File: src/rtl/windowed_local_minimum_finder_assert.svh
// Assertion helpers for windowed_local_minimum_finder.sv.
`ifndef WINDOWED_LOCAL_MINIMUM_FINDER_ASSERT_SVH
`define WINDOWED_LOCAL_MINIMUM_FINDER_ASSERT_SVH

// Same-cycle implication, checked outside reset.
`define WLMF_ASSERT_SAME(label, clk, rst_n, ante, cons, msg) \
    label: assert property (@(posedge clk) disable iff (!(rst_n)) (ante) |-> (cons)) \
        else $error(msg);

// Next-cycle implication, checked outside reset.
`define WLMF_ASSERT_NEXT(label, clk, rst_n, ante, cons, msg) \
    label: assert property (@(posedge clk) disable iff (!(rst_n)) (ante) |=> (cons)) \
        else $error(msg);

`endif

File: src/rtl/wlmf_pkg.sv
package wlmf_pkg;

    localparam int MAX_SPAN_DEF      = 7;
    localparam int SAMPLE_BITS_DEF   = 30;
    localparam int POSITION_BITS_DEF = 20;

    localparam int SPAN_BITS      = 3;
    localparam int CFG_INDEX_BITS = 2;

    typedef logic [CFG_INDEX_BITS-1:0] t_cfg_index;

    localparam t_cfg_index CFG_BEFORE_SPAN = 2'd0;
    localparam t_cfg_index CFG_AFTER_SPAN  = 2'd1;

    typedef struct packed {
        logic shift;
        logic clear;
    } t_cell_ctl;

endpackage

File: src/rtl/wlmf_cell.sv
module wlmf_cell #(
    parameter int SAMPLE_BITS = wlmf_pkg::SAMPLE_BITS_DEF,
    parameter int MAX_SPAN    = wlmf_pkg::MAX_SPAN_DEF
) (
    input  logic                   i_clk,
    input  logic                   i_rst_n,
    input  wlmf_pkg::t_cell_ctl    i_ctl,
    input  logic [SAMPLE_BITS-1:0] i_new_sample,
    input  logic [SAMPLE_BITS-1:0] i_prev_value,
    input  logic                   i_prev_valid,
    input  logic                   i_prev_later,
    input  logic [MAX_SPAN-1:0]    i_prev_earlier,
    output logic [SAMPLE_BITS-1:0] o_value,
    output logic                   o_valid,
    output logic                   o_later,
    output logic [MAX_SPAN-1:0]    o_earlier,
    output logic                   o_lt_new
);
    import wlmf_pkg::*;

    logic [SAMPLE_BITS-1:0] r_value;
    logic                   r_valid;
    logic                   r_later;
    logic [MAX_SPAN-1:0]    r_earlier;

    always_ff @(posedge i_clk) begin
        if (!i_rst_n || i_ctl.clear) begin
            r_valid <= 1'b0;
        end else if (i_ctl.shift) begin
            r_valid <= i_prev_valid;
        end
    end

    always_ff @(posedge i_clk) begin
        if (i_ctl.shift) begin
            r_value   <= i_prev_value;
            r_later   <= i_prev_later;
            r_earlier <= i_prev_earlier;
        end
    end

    // later flag: some newer sample was smaller than this one
    assign o_value   = r_value;
    assign o_valid   = r_valid;
    assign o_later   = r_later | (r_valid && (i_new_sample < r_value));
    assign o_earlier = r_earlier;
    assign o_lt_new  = r_valid && (r_value < i_new_sample);

endmodule

File: src/rtl/windowed_local_minimum_finder.sv
// Finds the first sample of a run that is not above any of the previous
// before_span or the next after_span samples (windows cut short at the run
// edges, ties allowed) and returns its 1-based position, saturating. Takes
// one sample per cycle with no bubbles; o_out_valid rises in the cycle after
// the deciding sample is taken. The deciding sample is the one after_span
// samples later, or the last sample, where the earliest pending candidate
// wins. A row of MAX_SPAN+1 cells holds the recent samples; each cell
// compares against the incoming sample every cycle. After a result the rest
// of the run is ignored; the block clears on the last sample. Runs with no
// qualifying sample give no result. Spans are clamped to MAX_SPAN. Input
// stalls only while a result waits on the output.
`include "windowed_local_minimum_finder_assert.svh"

module windowed_local_minimum_finder #(
    parameter int MAX_SPAN      = wlmf_pkg::MAX_SPAN_DEF,
    parameter int SAMPLE_BITS   = wlmf_pkg::SAMPLE_BITS_DEF,
    parameter int POSITION_BITS = wlmf_pkg::POSITION_BITS_DEF
) (
    input  logic                           i_clk,
    input  logic                           i_rst_n,
    input  logic                           i_cfg_valid,
    output logic                           o_cfg_ready,
    input  wlmf_pkg::t_cfg_index           i_cfg_index,
    input  logic [wlmf_pkg::SPAN_BITS-1:0] i_cfg_data,
    input  logic                           i_in_valid,
    output logic                           o_in_ready,
    input  logic [SAMPLE_BITS-1:0]         i_sample,
    input  logic                           i_last,
    output logic                           o_out_valid,
    input  logic                           i_out_ready,
    output logic [POSITION_BITS-1:0]       o_position
);
    import wlmf_pkg::*;

    localparam int IDX_BITS = (MAX_SPAN < 2) ? 1 : $clog2(MAX_SPAN + 1);
    localparam logic [POSITION_BITS-1:0] POS_MAX = {POSITION_BITS{1'b1}};

    logic [SPAN_BITS-1:0]     r_before;
    logic [SPAN_BITS-1:0]     r_after;
    logic [POSITION_BITS-1:0] r_count;
    logic [POSITION_BITS-1:0] n_count;
    logic                     r_found;
    logic                     r_out_valid;
    logic [POSITION_BITS-1:0] r_pos;
    logic [POSITION_BITS-1:0] n_pos;

    logic       in_xfer;
    t_cell_ctl  cell_ctl;

    // inputs of cell k = its contents after a shift
    logic [SAMPLE_BITS-1:0] w_val [MAX_SPAN+1];
    logic [MAX_SPAN:0]      w_vld;
    logic [MAX_SPAN:0]      w_lat;
    logic [MAX_SPAN-1:0]    w_ear [MAX_SPAN+1];
    logic [MAX_SPAN-1:0]    w_lt;

    logic [IDX_BITS-1:0] a_eff;
    logic [IDX_BITS-1:0] b_eff;
    logic [MAX_SPAN-1:0] b_mask;
    logic [MAX_SPAN:0]   qual;
    logic                hit;
    logic [IDX_BITS-1:0] sel;

    assign o_cfg_ready = 1'b1;
    assign o_in_ready  = !r_out_valid || i_out_ready;
    assign in_xfer     = i_in_valid && o_in_ready;
    assign o_out_valid = r_out_valid;
    assign o_position  = r_pos;

    assign cell_ctl.shift = in_xfer && !r_found;
    assign cell_ctl.clear = in_xfer && i_last;

    assign w_val[0] = i_sample;
    assign w_vld[0] = 1'b1;
    assign w_lat[0] = 1'b0;
    assign w_ear[0] = w_lt;

    for (genvar k = 0; k <= MAX_SPAN; k++) begin : g_cell
        if (k < MAX_SPAN) begin : g_mid
            wlmf_cell #(
                .SAMPLE_BITS(SAMPLE_BITS),
                .MAX_SPAN   (MAX_SPAN)
            ) u_cell (
                .i_clk         (i_clk),
                .i_rst_n       (i_rst_n),
                .i_ctl         (cell_ctl),
                .i_new_sample  (i_sample),
                .i_prev_value  (w_val[k]),
                .i_prev_valid  (w_vld[k]),
                .i_prev_later  (w_lat[k]),
                .i_prev_earlier(w_ear[k]),
                .o_value       (w_val[k+1]),
                .o_valid       (w_vld[k+1]),
                .o_later       (w_lat[k+1]),
                .o_earlier     (w_ear[k+1]),
                .o_lt_new      (w_lt[k])
            );
        end else begin : g_tail
            wlmf_cell #(
                .SAMPLE_BITS(SAMPLE_BITS),
                .MAX_SPAN   (MAX_SPAN)
            ) u_cell (
                .i_clk         (i_clk),
                .i_rst_n       (i_rst_n),
                .i_ctl         (cell_ctl),
                .i_new_sample  (i_sample),
                .i_prev_value  (w_val[k]),
                .i_prev_valid  (w_vld[k]),
                .i_prev_later  (w_lat[k]),
                .i_prev_earlier(w_ear[k]),
                .o_value       (),
                .o_valid       (),
                .o_later       (),
                .o_earlier     (),
                .o_lt_new      ()
            );
        end
    end

    always_comb begin
        a_eff = (r_after > MAX_SPAN) ? IDX_BITS'(MAX_SPAN) : IDX_BITS'(r_after);
        b_eff = (r_before > MAX_SPAN) ? IDX_BITS'(MAX_SPAN) : IDX_BITS'(r_before);
        for (int d = 1; d <= MAX_SPAN; d++) begin
            b_mask[d-1] = (d <= b_eff);
        end
        for (int o = 0; o <= MAX_SPAN; o++) begin
            qual[o] = w_vld[o] && !w_lat[o] && !(|(w_ear[o] & b_mask));
        end
        // largest slot wins: it is the earliest sample
        hit = 1'b0;
        sel = '0;
        for (int o = 0; o <= MAX_SPAN; o++) begin
            if (o <= a_eff && qual[o] && (i_last || o == a_eff)) begin
                hit = 1'b1;
                sel = IDX_BITS'(o);
            end
        end
        n_count = (r_count == POS_MAX) ? r_count : r_count + 1'b1;
        n_pos   = (n_count == POS_MAX) ? POS_MAX : n_count - POSITION_BITS'(sel);
    end

    always_ff @(posedge i_clk) begin
        if (!i_rst_n) begin
            r_before <= '0;
            r_after  <= '0;
        end else if (i_cfg_valid) begin
            unique case (i_cfg_index)
                CFG_BEFORE_SPAN: r_before <= i_cfg_data;
                CFG_AFTER_SPAN:  r_after  <= i_cfg_data;
                default: ;
            endcase
        end
    end

    always_ff @(posedge i_clk) begin
        if (!i_rst_n) begin
            r_count <= '0;
            r_found <= 1'b0;
        end else if (in_xfer) begin
            if (i_last) begin
                r_count <= '0;
                r_found <= 1'b0;
            end else if (!r_found) begin
                r_count <= n_count;
                r_found <= hit;
            end
        end
    end

    always_ff @(posedge i_clk) begin
        if (!i_rst_n) begin
            r_out_valid <= 1'b0;
        end else if (cell_ctl.shift && hit) begin
            r_out_valid <= 1'b1;
        end else if (i_out_ready) begin
            r_out_valid <= 1'b0;
        end
    end

    always_ff @(posedge i_clk) begin
        if (cell_ctl.shift && hit) begin
            r_pos <= n_pos;
        end
    end

    `WLMF_ASSERT_NEXT(a_found_after_hit, i_clk, i_rst_n,
        cell_ctl.shift && hit && !i_last, r_found, "result not latched as found")
    `WLMF_ASSERT_NEXT(a_clear_on_last, i_clk, i_rst_n,
        in_xfer && i_last, !r_found && r_count == '0, "run not cleared on last")
    `WLMF_ASSERT_SAME(a_found_has_count, i_clk, i_rst_n,
        r_found, r_count != '0, "found set with empty run")
    `WLMF_ASSERT_SAME(a_pos_nonzero, i_clk, i_rst_n,
        r_out_valid, r_pos != '0, "position zero")

endmodule

File: config.mk
export PLATFORM = sky130hd
export DESIGN_NAME = windowed_local_minimum_finder
export DESIGN_NICKNAME = d
export VERILOG_FILES = /design/src/rtl/wlmf_pkg.sv /design/src/rtl/wlmf_cell.sv /design/src/rtl/windowed_local_minimum_finder.sv
export VERILOG_INCLUDE_DIRS = /design/src /design/src/rtl
export SDC_FILE = /design/constraint.sdc
export NUM_CORES = 1
export LEC_CHECK = 0
export BUFFER_PORTS_ARGS = -buffer_cell sky130_fd_sc_hd__buf_2
export CAP_MARGIN = 20
export CORE_ASPECT_RATIO = 2
export CORE_UTILIZATION = 30
export DETAILED_ROUTE_END_ITERATION = 16
export GPL_TIMING_DRIVEN = 1
export SYNTH_ARGS = -nofsm -noshare
export SYNTH_HDL_FRONTEND = slang
export SYNTH_SLANG_ARGS = --single-unit
File: constraint.sdc
create_clock -name i_clk -period 11.4 [get_ports i_clk]
set_clock_uncertainty 0.2 [all_clocks]
set_input_delay 1.14 -clock i_clk [delete_from_list [all_inputs] [get_ports i_clk]]
set_output_delay 1.14 -clock i_clk [all_outputs]
set_load 0.005 [all_outputs]
==> impl_metrics.env, run 1 <==
export IMPL_synth_top_area_share=0.495
export IMPL_holdCritPathClass="register to register"
export IMPL_critPathRequiredTime_ns=11.54
export IMPL_insertion_delay_ns=0.60
export IMPL_fp_dieH_um=342
export IMPL_cpLargestDelayFamily="compound AO/OA/AOI/OAI gates"
export IMPL_vias=11800
export IMPL_cts_sinks=320
export IMPL_grt_pass1_wl_um=67700
export IMPL_cellLeakagePower_nw=7.90
export IMPL_clk_pin_slew_worst_paths_ns=0.07
export IMPL_synth_common_cells="edfxtp_1 (285), ha_1 (214), inv_1 (205)"
export IMPL_synthTopCellsByArea="edfxtp_1 (49%), ha_1 (15%), inv_1 (4.4%)"
export IMPL_drt_iter0_markers=625
export IMPL_die_w_um=172
export IMPL_post_synth_cell_area_avg_sq_um=11.5
export IMPL_gp_congestion=0.928
export IMPL_cts_tree="built"
export IMPL_rsz0062_at_grt="false"
export IMPL_ios=64
export IMPL_finalPower_mw=2.85
export IMPL_final_core_util=0.343
export IMPL_max_freq_mhz=166
export IMPL_yosysMostFrequentCell="edfxtp_1"
export IMPL_synth_nets=1759
export IMPL_syn_to_final_growth_pct=13.1
export IMPL_path_max_fanout=7
export IMPL_detail_route_wl_per_cell_um=18.5
export IMPL_core_area_sq_mm=0.0571
export IMPL_grt_pass1_vias=12400
export IMPL_synthFlopType="edfxtp_1"
export IMPL_synth_cells=1503
export IMPL_post_cts_buffers=0
export IMPL_relSlewSlack=0.305
export IMPL_worstSetupPathType="input pin to register"
export IMPL_worst_path_most_repeated_cell="inv_1"
export IMPL_synth_seq_cells=320
export IMPL_status="complete, no violations"
export IMPL_seq_area_frac_synth=0.535
export IMPL_tightest_slew_ns=1.04
export IMPL_slowest_delay_ns=0.77
export IMPL_grt_max_degree=144
export IMPL_ir_worst_vdd_mv=0.126
export IMPL_firstDrtPassIters=5
export IMPL_grt_use_total=0.153
export IMPL_cts_max_level=1
export IMPL_finalSetupViolations=0
export IMPL_cts_resized=0
export IMPL_std_cell_rows=124
export IMPL_ctsRootBufferMaster="clkbuf_16"
export IMPL_cp_start_kind="input pin"
export IMPL_finalSetupTns_ns=0
export IMPL_drive_gt1_frac=0.0922
export IMPL_cts_buffers=31
export IMPL_fin_nets=1836
export IMPL_drv_slew=0
export IMPL_synth_distinct_cells=84
export IMPL_worst_path_buf_inv=4
export IMPL_post_drt_via_cell_ratio=4.99
export IMPL_dieArea_sq_mm=0.0587
export IMPL_power_density_mw_per_mm2=146
export IMPL_antenna_left=0
export IMPL_period_share=0.528
export IMPL_clockBufferDepth=3
export IMPL_path_cells="buf_2 > ha_1 > nand4_1 > inv_1 > a221oi_1 > a21boi_0 > o31ai_1 > inv_1 > o21a_1 > o311ai_0 > ha_1 > inv_1 > fa_1 > a21oi_1 > and3b_1 > nand4_2 > nor3_2 > xnor2_1"
export IMPL_cp_arrival_ns=6.15
export IMPL_finalHoldViolations=0
export IMPL_initial_core_util=0.303
export IMPL_maxCapViolCount=0
export IMPL_finalCriticalPeriod_ns=6.02
export IMPL_synthArstFlopShare=0
export IMPL_drt_wl_total_um=43800
export IMPL_dpl_hpwl_um=33700
export IMPL_ctsHoldBuffers=0
export IMPL_port_buffers=62
export IMPL_antenna_found_initial=2
export IMPL_critPathSlowestCell="a221oi_1"
export IMPL_yosysTopAreaCell="edfxtp_1"
export IMPL_drc=0
export IMPL_grt_remaining_overflow=0
export IMPL_syn_cell_area_sq_mm=0.0173
export IMPL_cp_end_kind="register"
export IMPL_yosysWarnings=0
export IMPL_synth_edf_count=285
## cell usage in the layout, fill, tap and decap left out, drive strengths merged, types with 12 or more instances in the layout
master and count:
edfxtp 285, ha 214, inv 207, a21oi 124, nand2 107, buf 67
o21ai 56, nor2 56, nand4 51, clkbuf 45, nand3 42, dfxtp 35
nor3 22, nor2b 21, nor4 21, xnor2 19, and2 15, a21boi 13
xor2 12
## area by class of cell
cell class,count,area [sq um]
diodes,3,7.51
clock buffers,44,961
clock inverters,14,104
fillers,5793,37500
inverters,206,781
multi-input cells,953,7150
flip-flops and latches,320,9260
well taps,756,946
repair buffers,68,355
## layer usage
layer  track usage  up-vias  share of wire
li1              -     5705              -
met3        0.0182       96          0.036
met1         0.143     5725           0.33
met5             0        -              0
met4         0.115        0          0.079
met2         0.295      267           0.55
## registers in the layout (all words and copies together), names as in the netlist
signal                         count
a_eff                              3
b_eff                              3
g_cell.g_mid.u_cell.o_earlier     49
g_cell.g_mid.u_cell.o_valid        7
g_cell.g_mid.u_cell.o_value      210
g_cell.g_mid.u_cell.r_later        6
o_out_valid                        1
o_position                        20
r_count                           20
r_found                            1
## power breakdown
part           switching (mW)  internal (mW)
registers              0.0465           1.39
logic                   0.220          0.117
clock network           0.465          0.610
total                   0.732           2.12
## cells by family after synthesis
group           count (synthesis)  share of synthesized area
other cells                     1                   0.000217
fa+ha+maj                     215                      0.156
flops                         320                      0.535
compound gates                307                      0.114
xor+xnor                       31                     0.0157
simple gates                  394                      0.124
buf+inv                       230                     0.0515
mux                             5                    0.00289
## path summary, 6_finish.rpt
check	cells after the start	from	slack, ns	end
worst max-delay path	18	i_sample[12]	5.38	o_position[18]$_SDFFCE_PN1P_
worst min-delay path	0	g_cell[4].g_mid.u_cell.o_value[19]$_DFFE_PP_	0.25	g_cell[5].g_mid.u_cell.o_value[19]$_DFFE_PP_
worst max register to register	18	g_cell[1].g_mid.u_cell.o_value[12]$_DFFE_PP_	5.70	o_position[18]$_SDFFCE_PN1P_
worst min register to register	0	g_cell[4].g_mid.u_cell.o_value[19]$_DFFE_PP_	0.25	g_cell[5].g_mid.u_cell.o_value[19]$_DFFE_PP_
## metrics by stage
step                      hold WS [ns]  instance area (sq um)  std cells  setup WS [ns]
final                            0.247                  19600       2364           5.38
after global routing             0.251                  19600       2362           5.12
after CTS                        0.246                  19500       2360           5.45
after detailed placement         0.232                  18500       2302           4.82
after global placement           0.227                  18500       2302           4.94
after floorplan                  0.217                  17300       1503           2.15
Power figures use the tool's default switching activity.
==> run 2, diff against run 1 <==
Clock period 11.4 ns to 5.3 ns, I/O delays scaled along.
==> impl_metrics.env, run 2 (synthesis results as in run 1) <==
export IMPL_reg2reg_to="o_position[18]$_SDFFCE_PN1P_"
export IMPL_finalCriticalPeriod_ns=4.90
export IMPL_max_freq_mhz=204
export IMPL_ctsHoldBuffers=3
export IMPL_seqCellArea_sq_mm=0.00926
export IMPL_dp_cells=2342
export IMPL_cts_max_level=1
export IMPL_fin_nets=1877
export IMPL_layout_common_cells="edfxtp_1 (285), ha_1 (214), inv_1 (205), a21oi_1 (124), nand2_1 (107)"
export IMPL_cp_start_kind="register"
export IMPL_worst_path_buf_inv=3
export IMPL_insertion_delay_ns=0.60
export IMPL_cpLargestDelayFamily="simple AND/OR/NAND/NOR gates"
export IMPL_dpl_hpwl_um=34800
export IMPL_r2r_cells=18
export IMPL_ir_worst_vdd_mv=0.253
export IMPL_syn_to_final_growth_pct=15.1
export IMPL_path_cells="inv_1 > ha_1 > nand4_1 > nor4_1 > nor3b_1 > a21boi_0 > o211ai_1 > o21a_1 > o311ai_0 > buf_4 > ha_1 > inv_1 > fa_1 > a21oi_1 > and3b_1 > nand4_2 > nor3_2 > xnor2_1"
export IMPL_clockBufferDepth=3
export IMPL_period_share=0.925
export IMPL_cts_tree="built"
export IMPL_dp_slack_ns=0.129
export IMPL_antenna_left=0
export IMPL_finalPower_mw=6.26
export IMPL_port_buffers=62
export IMPL_timing_final_ws_setup_ns=0.395
export IMPL_relSlewSlack=0.371
export IMPL_final_common_cell="edfxtp_1"
export IMPL_vias=12000
export IMPL_dieArea_sq_mm=0.0587
export IMPL_grt_remaining_overflow=0
export IMPL_holdCritStartpoint="i_sample[28]"
export IMPL_drv_slew=0
export IMPL_cp_end_kind="register"
export IMPL_maxCapViolCount=0
export IMPL_tightest_slew_ns=0.943
export IMPL_slowest_delay_ns=0.45
export IMPL_drt_wl_total_um=44500
export IMPL_drive_gt1_frac=0.115
export IMPL_power_density_mw_per_mm2=314
export IMPL_ctsRootBufferMaster="clkbuf_16"
export IMPL_whs_path_depth=1
export IMPL_path_max_fanout=4
export IMPL_cp_arrival_ns=5.04
export IMPL_initial_core_util=0.303
export IMPL_multiInputGateArea_sq_mm=0.00715
export IMPL_finalHoldViolations=0
export IMPL_critPathRequiredTime_ns=5.44
export IMPL_stdcell_count=2401
export IMPL_status="complete, no violations"
export IMPL_finalSetupViolations=0
export IMPL_rsz0062_at_grt="false"
export IMPL_post_drt_via_cell_ratio=5.00
export IMPL_cts_buffers=30
export IMPL_timing_rr_start="g_cell[2].g_mid.u_cell.o_value[23]$_DFFE_PP_"
export IMPL_grt_max_degree=105
export IMPL_gp_congestion=0.938
export IMPL_n_antenna_cell=0
export IMPL_clk_pin_slew_worst_paths_ns=0.07
export IMPL_post_cts_buffers=0
export IMPL_grt_pass1_vias=12600
export IMPL_hold_end="g_cell[0].g_mid.u_cell.o_value[28]$_DFFE_PP_"
export IMPL_hold_ws_ns=0.0281
export IMPL_worstSetupPathType="register to register"
export IMPL_largest_reg_flops=210
export IMPL_fill_cells=5833
export IMPL_finalSetupTns_ns=0
export IMPL_core_area_sq_mm=0.0571
export IMPL_grt_use_total=0.155
export IMPL_r2r_setup_slack_ns=0.40
export IMPL_fp_dieH_um=342
export IMPL_ios=64
export IMPL_cts_resized=0
export IMPL_drt_iter0_markers=669
export IMPL_std_cell_rows=124
export IMPL_critPathSlowestCell="nor3b_1"
export IMPL_cellLeakagePower_nw=8.12
export IMPL_grt_pass1_wl_um=68500
export IMPL_firstDrtPassIters=5
export IMPL_cts_sinks=320
export IMPL_die_w_um=172
export IMPL_holdCritPathClass="input pin to register"
export IMPL_detail_route_wl_per_cell_um=18.5
export IMPL_antenna_found_initial=0
export IMPL_drc=0
## run 2: power by group
group	switching, mW	internal, mW	total (mW)
Sequential	0.0994	2.99	3.09
Clock	1.00	1.42	2.42
Combinational	0.481	0.270	0.751
## run 2: per-layer routing
| metal | GRT usage | vias up | part of all wire |
|---|---|---|---|
| met5 | 0 | - | 0 |
| li1 | - | 5796 | - |
| met2 | 0.300 | 254 | 0.55 |
| met1 | 0.144 | 5825 | 0.34 |
| met4 | 0.120 | 0 | 0.085 |
| met3 | 0.0146 | 122 | 0.027 |
## run 2: how the worst max path moves through the flow
stage / startpoint / endpoint / slack [ns] / cells after the start
after global routing: g_cell[2].g_mid.u_cell.o_value[23]$_DFFE_PP_ / o_position[18]$_SDFFCE_PN1P_ / 0.15 / 18
after floorplan: i_sample[28] / o_position[18]$_SDFFCE_PN1P_ / 0.96 / 16
final: g_cell[2].g_mid.u_cell.o_value[23]$_DFFE_PP_ / o_position[18]$_SDFFCE_PN1P_ / 0.40 / 18
after detailed placement: i_sample[25] / o_position[18]$_SDFFCE_PN1P_ / 0.13 / 18
after CTS: g_cell[2].g_mid.u_cell.o_value[25]$_DFFE_PP_ / o_position[18]$_SDFFCE_PN1P_ / 0.41 / 18
after global placement: i_sample[24] / o_position[18]$_SDFFCE_PN1P_ / 0.14 / 18
## run 2: area by class of cell
type,count,area share
clock buffer,34,0.0400
clock inverter,22,0.0148
inverter,206,0.0395
multi-input combinational,953,0.359
sequential,320,0.465
tap,756,0.0475
timing repair buffer,110,0.0341
## run 2: metrics by stage
step	area, sq um	util
2_1_floorplan	17300	-
3_5_place_dp	18800	0.329
3_3_place_gp	18800	0.329
6_report	19900	0.349
4_1_cts	19900	0.349
5_1_grt	19900	0.349
## run 2: worst register-to-register path, delay by kind of cell, from the launching register on
kind | cells | cell delay (ns)
flops | 1 | 0.35
buf+inv | 3 | 0.30
compound gates | 5 | 1.22
simple gates | 6 | 1.65
fa+ha+maj | 3 | 0.84
xor+xnor | 1 | 0.08
